`src/hw/rtl/tlpt_pkg.sv`:
```
`timescale 1ns / 1ps
`default_nettype none

package tlpt_pkg;

    // Operation codes carried in the op field of an input item.
    localparam logic [1:0] OP_TRANSLATE  = 2'd0;
    localparam logic [1:0] OP_WRITE_DIR  = 2'd1;
    localparam logic [1:0] OP_WRITE_PAGE = 2'd2;
    localparam logic [1:0] OP_UNUSED     = 2'd3;

    // Fixed field widths of the item formats.
    localparam int VA_W       = 32;
    localparam int PA_W       = 32;
    localparam int INDEX_W    = 10;
    localparam int SLOT_W     = 2;
    localparam int FRAME_W    = 20;

    // Entries of the command queue between front and back.
    localparam int QUEUE_DEPTH = 4;

    // Result status codes.
    typedef enum logic [1:0] {
        ST_OK         = 2'd0,
        ST_DIR_FAULT  = 2'd1,
        ST_PAGE_FAULT = 2'd2,
        ST_PROT_FAULT = 2'd3
    } status_t;

    // Classified command kinds handed from front to back.
    typedef enum logic [1:0] {
        K_TRANSLATE  = 2'd0,
        K_DIR_WRITE  = 2'd1,
        K_PAGE_WRITE = 2'd2,
        K_ACK        = 2'd3
    } cmd_kind_t;

    typedef struct packed {
        logic [1:0]         op;
        logic [VA_W-1:0]    virt_addr;
        logic               is_write;
        logic [INDEX_W-1:0] dir_index;
        logic [INDEX_W-1:0] table_index;
        logic [SLOT_W-1:0]  table_slot;
        logic               entry_present;
        logic               entry_writable;
        logic [FRAME_W-1:0] entry_frame;
    } in_item_t;

    typedef struct packed {
        status_t         status;
        logic [PA_W-1:0] phys_addr;
        logic            was_translation;
    } out_item_t;

    typedef struct packed {
        cmd_kind_t kind;
        in_item_t  item;
    } cmd_t;

    // Stored directory entry.
    typedef struct packed {
        logic              present;
        logic [SLOT_W-1:0] slot;
    } dir_entry_t;

    // Stored page table entry.
    typedef struct packed {
        logic               present;
        logic               writable;
        logic [FRAME_W-1:0] frame;
    } page_entry_t;

endpackage

`default_nettype wire

```
`src/hw/rtl/tlpt_queue.sv`:
```
`timescale 1ns / 1ps
`default_nettype none

module tlpt_queue
    import tlpt_pkg::*;
(
    input  wire logic aclk,
    input  wire logic aresetn,
    input  wire logic in_valid,
    output logic      in_ready,
    input  wire cmd_t in_cmd,
    output logic      out_valid,
    input  wire logic out_ready,
    output cmd_t      out_cmd
);

    localparam int PTR_W = $clog2(QUEUE_DEPTH);
    localparam int CNT_W = $clog2(QUEUE_DEPTH + 1);

    cmd_t             fifo_reg [QUEUE_DEPTH];
    logic [PTR_W-1:0] wr_ptr_reg, wr_ptr_next;
    logic [PTR_W-1:0] rd_ptr_reg, rd_ptr_next;
    logic [CNT_W-1:0] count_reg, count_next;
    logic             push;
    logic             pop;

    assign in_ready  = count_reg != CNT_W'(QUEUE_DEPTH);
    assign out_valid = count_reg != '0;
    assign out_cmd   = fifo_reg[rd_ptr_reg];
    assign push      = in_valid && in_ready;
    assign pop       = out_valid && out_ready;

    // Pointers wrap on their own since the depth is a power of two.
    always_comb begin
        wr_ptr_next = push ? wr_ptr_reg + 1'b1 : wr_ptr_reg;
        rd_ptr_next = pop ? rd_ptr_reg + 1'b1 : rd_ptr_reg;
        count_next  = count_reg;
        if (push && !pop) begin
            count_next = count_reg + 1'b1;
        end else if (pop && !push) begin
            count_next = count_reg - 1'b1;
        end
    end

    always_ff @(posedge aclk) begin
        if (!aresetn) begin
            wr_ptr_reg <= '0;
            rd_ptr_reg <= '0;
            count_reg  <= '0;
        end else begin
            wr_ptr_reg <= wr_ptr_next;
            rd_ptr_reg <= rd_ptr_next;
            count_reg  <= count_next;
        end
    end

    // Queue storage needs no reset.
    always_ff @(posedge aclk) begin
        if (push) begin
            fifo_reg[wr_ptr_reg] <= in_cmd;
        end
    end

    // The fill count never runs past the depth.
    assert property (@(posedge aclk) disable iff (!aresetn)
        count_reg <= CNT_W'(QUEUE_DEPTH))
        else $error("queue count exceeds depth");

    // The count tracks the pointer distance whenever the queue is not full.
    assert property (@(posedge aclk) disable iff (!aresetn)
        (count_reg == CNT_W'(QUEUE_DEPTH)) || (PTR_W'(count_reg) == wr_ptr_reg - rd_ptr_reg))
        else $error("queue count and pointers disagree");

endmodule

`default_nettype wire

```
`config.mk`:
```
export PLATFORM = sky130hd
export DESIGN_NAME = tlpt_queue
export DESIGN_NICKNAME = d
export VERILOG_FILES = /design/src/hw/rtl/tlpt_pkg.sv /design/src/hw/rtl/tlpt_queue.sv
export SDC_FILE = /design/constraint.sdc
export NUM_CORES = 1
export LEC_CHECK = 0
export BUFFER_PORTS_ARGS = -buffer_cell sky130_fd_sc_hd__buf_2
export CORE_MARGIN = 3
export CORE_UTILIZATION = 35
export CTS_CLUSTER_SIZE = 10
export DETAILED_ROUTE_END_ITERATION = 12
export PLACE_DENSITY = 0.54
export SLEW_MARGIN = 20
export SYNTH_ARGS = -nofsm -noshare
export SYNTH_HDL_FRONTEND = slang
export SYNTH_SLANG_ARGS = --single-unit
```
`constraint.sdc`:
```
create_clock -name aclk -period 4.4 [get_ports aclk]
set_clock_uncertainty 0.1 [all_clocks]
set_input_delay 1.32 -clock aclk [delete_from_list [all_inputs] [get_ports aclk]]
set_output_delay 1.32 -clock aclk [all_outputs]
set_load 0.05 [all_outputs]
```
==> flow_summary.json <==
{
  "status": "finished, final reports clean",
  "vias": 5478,
  "grt_max_degree": 53,
  "syn_area_per_cell_um2": 26.0,
  "synthXorXnorAreaFrac_pct": 0.286,
  "pin_count": 168,
  "grt_setup_unrepaired": "no",
  "hold_buffers": 0,
  "period_minus_slack_ns": 3.69,
  "crit_path_start_kind": "flop",
  "grt_pass1_wl_um": 35700,
  "max_freq_ghz": 0.271,
  "grtUsageTotal_pct": 12.8,
  "hold_viol": 0,
  "num_rows": 67,
  "p_per_area_nw_per_um2": 674,
  "slew_headroom_pct": 56.9,
  "min-delay-path-class": "flop to flop",
  "firstDrtPassIters": 4,
  "diodes": 0,
  "tns_ns": 0,
  "top_usage_layer": "met2",
  "path_delay_family": "flip-flops",
  "die_w_um": 193,
  "largest_reg_flops": 324,
  "cts-root-buf": "clkbuf_16",
  "yosysSeqAreaShare_pct": 80.9,
  "nNetsFinal": 762,
  "grt_pass1_vias": 6078,
  "utilization_pct": 43.4,
  "syn_area_um2": 12200,
  "power_leakage_nw": 4.90,
  "cts_resized": 0,
  "use_met3_pct": 4.14,
  "synth_compound_area_share_pct": 0.368,
  "cts_setup_buffers": 0,
  "cpPeakStageDelay_ns": 0.73,
  "clk_latency_ns": 0.51,
  "finalWeightedCongestion": 0.664,
  "path_max_fanout": 47,
  "syn_to_final_growth_pct": 20.5,
  "grt_use_met1_pct": 16.0,
  "fill_cells": 3010,
  "via_per_inst": 4.83,
  "p_total_mw": 9.95,
  "numPortBuffers": 167,
  "route.detailed.drc": 0,
  "fin_crit_sh_pct": 83.8,
  "dp_hpwl_um": 14000,
  "place_inst": 1077,
  "cap_violations": 0,
  "path_cells": "buf_12 -> mux4_2 -> buf_2",
  "htree_num_levels": 2,
  "clkTransAtPathRegs_ns": 0.05,
  "peakVddDrop_mv": 0.351,
  "antenna_found_initial": 3,
  "end_kind": "output pin",
  "worst_pin_slew_ns": 0.647,
  "cts_buffers": 40,
  "initial_utilization_pct": 36.0,
  "grt-ovfl-total": 0,
  "drv_slew": 0,
  "synth_mux_area_share_pct": 15.1,
  "drive_gt1_share_pct": 45.4,
  "yosys.area_share.simple_pct": 0.746,
  "cts_tree": "yes",
  "die_area_um2": 37300,
  "antenna_left": 0,
  "synth_top_family_by_area": "multiplexers",
  "layout.cells.non_filler": 1135,
  "core-area_um2": 34000,
  "ys_ff_latch": 333,
  "crit_slowest_cell": "dfxtp_4",
  "path_class": "flop to output pin",
  "wire_per_inst_um": 20.7,
  "ys_warn_count": 0,
  "report.final.setup_viol": 0,
  "whs_ns": 0.415,
  "synth_cells": 471,
  "synth-adder-area-share_pct": 0.674,
  "path_buf_inv": 2,
  "dieHeight_um": 193,
  "clk_path_buf_depth": 3,
  "drtIter0Drc": 245,
  "critPathRequiredTime_ns": 2.98,
  "arrival_ns": 2.27,
  "clkSinkCount": 333,
  "met2_usage_pct": 21.6,
  "drt_wl_total_um": 23500,
  "syn_nets": 562,
  "yosysUniqueCellTypes": 23
}
==> cell usage after synthesis <==
cell        n  area (µm²)
a21boi_0    1        7.51
a21boi_2    1        11.3
and2_1      8        50.1
buf_12      8         160
buf_2       8        40.0
buf_6       1        11.3
clkbuf_1    2        7.51
dfxtp_1     9         180
edfxtp_1  324        9730
fa_1        1        20.0
ha_1        5        62.6
inv_1       3        11.3
mux2i_1     3        30.0
mux4_2     81        1820
nand2_1     5        18.8
nor2_1      1        3.75
nor2b_1     1        6.26
o21ai_0     1        5.00
o311ai_1    1        8.76
o31ai_2     1        12.5
or3_1       2        12.5
xnor2_1     3        26.3
xor2_1      1        8.76
==> cell usage in the layout (no fill, tap or decap), types with 2 or more instances in the layout <==
master | netlist | routed
inv_1 | 3 | 3
clkbuf_16 | 0 | 41
dfxtp_1 | 9 | 7
or3_1 | 2 | 2
buf_4 | 0 | 3
and2_4 | 0 | 4
buf_2 | 8 | 167
xnor2_1 | 3 | 3
dfxtp_4 | 0 | 2
bufinv_16 | 0 | 2
mux2i_1 | 3 | 3
inv_6 | 0 | 2
edfxtp_1 | 324 | 324
and2_1 | 8 | 4
buf_12 | 8 | 7
clkbuf_1 | 2 | 12
ha_1 | 5 | 5
nand2_1 | 5 | 5
mux4_2 | 81 | 81
==> metrics by stage <==
stage,area [µm²],setup WS [ns]
after global routing,14800,0.589
after global placement,13600,1.16
after detailed placement,13600,1.08
after floorplan,12200,0.324
after CTS,14800,0.623
final,14800,0.712
==> power by group <==
| part | internal [mW] | leakage [nW] | total [mW] | switching, mW |
|---|---|---|---|---|
| Combinational | 0.946 | 1.30 | 3.04 | 2.10 |
| Sequential | 3.86 | 3.04 | 3.99 | 0.133 |
| Clock | 1.80 | 0.561 | 2.92 | 1.12 |
| Total | 6.60 | 4.90 | 9.95 | 3.35 |
==> metal layers <==
metal  wire length, µm  part of all wire (%)
met4               410                   1.7
met1              9540                    41
met3              1630                   7.0
met2             11800                    50
met5                34                  0.14
==> final cells by class <==
class	count	area, µm²	area share [%]
Clock inverter	5	82.6	0.560
Timing Repair Buffer	177	998	6.76
Inverter	3	11.3	0.0763
Multi-Input combinational cell	116	2120	14.4
Tap cell	448	561	3.80
Clock buffer	53	1070	7.26
Sequential cell	333	9920	67.2
==> worst min-delay path, cell delays in order, from the launching register on <==
cell	delay, ns
dfxtp_1	0.34
nand2_1	0.06
mux2i_1	0.06
==> final timing paths <==
path / start / end / slack, ns / cells past startpoint
setup / recovery: flop / out_cmd[30] / 0.71 / 3
setup reg to reg: count_reg[0] / count_reg[2] / 1.91 / 8
hold / removal: wr_ptr_reg[1] / wr_ptr_reg[1] / 0.41 / 2
hold reg to reg: wr_ptr_reg[1] / wr_ptr_reg[1] / 0.41 / 2
==> kinds of logic after synthesis <==
family          after synthesis
simple gates                 17
mux                          84
flops                       333
compound gates                5
fa+ha+maj                     6
buf+inv                      22
xor+xnor                      4
(Power assumes the default switching activity.)
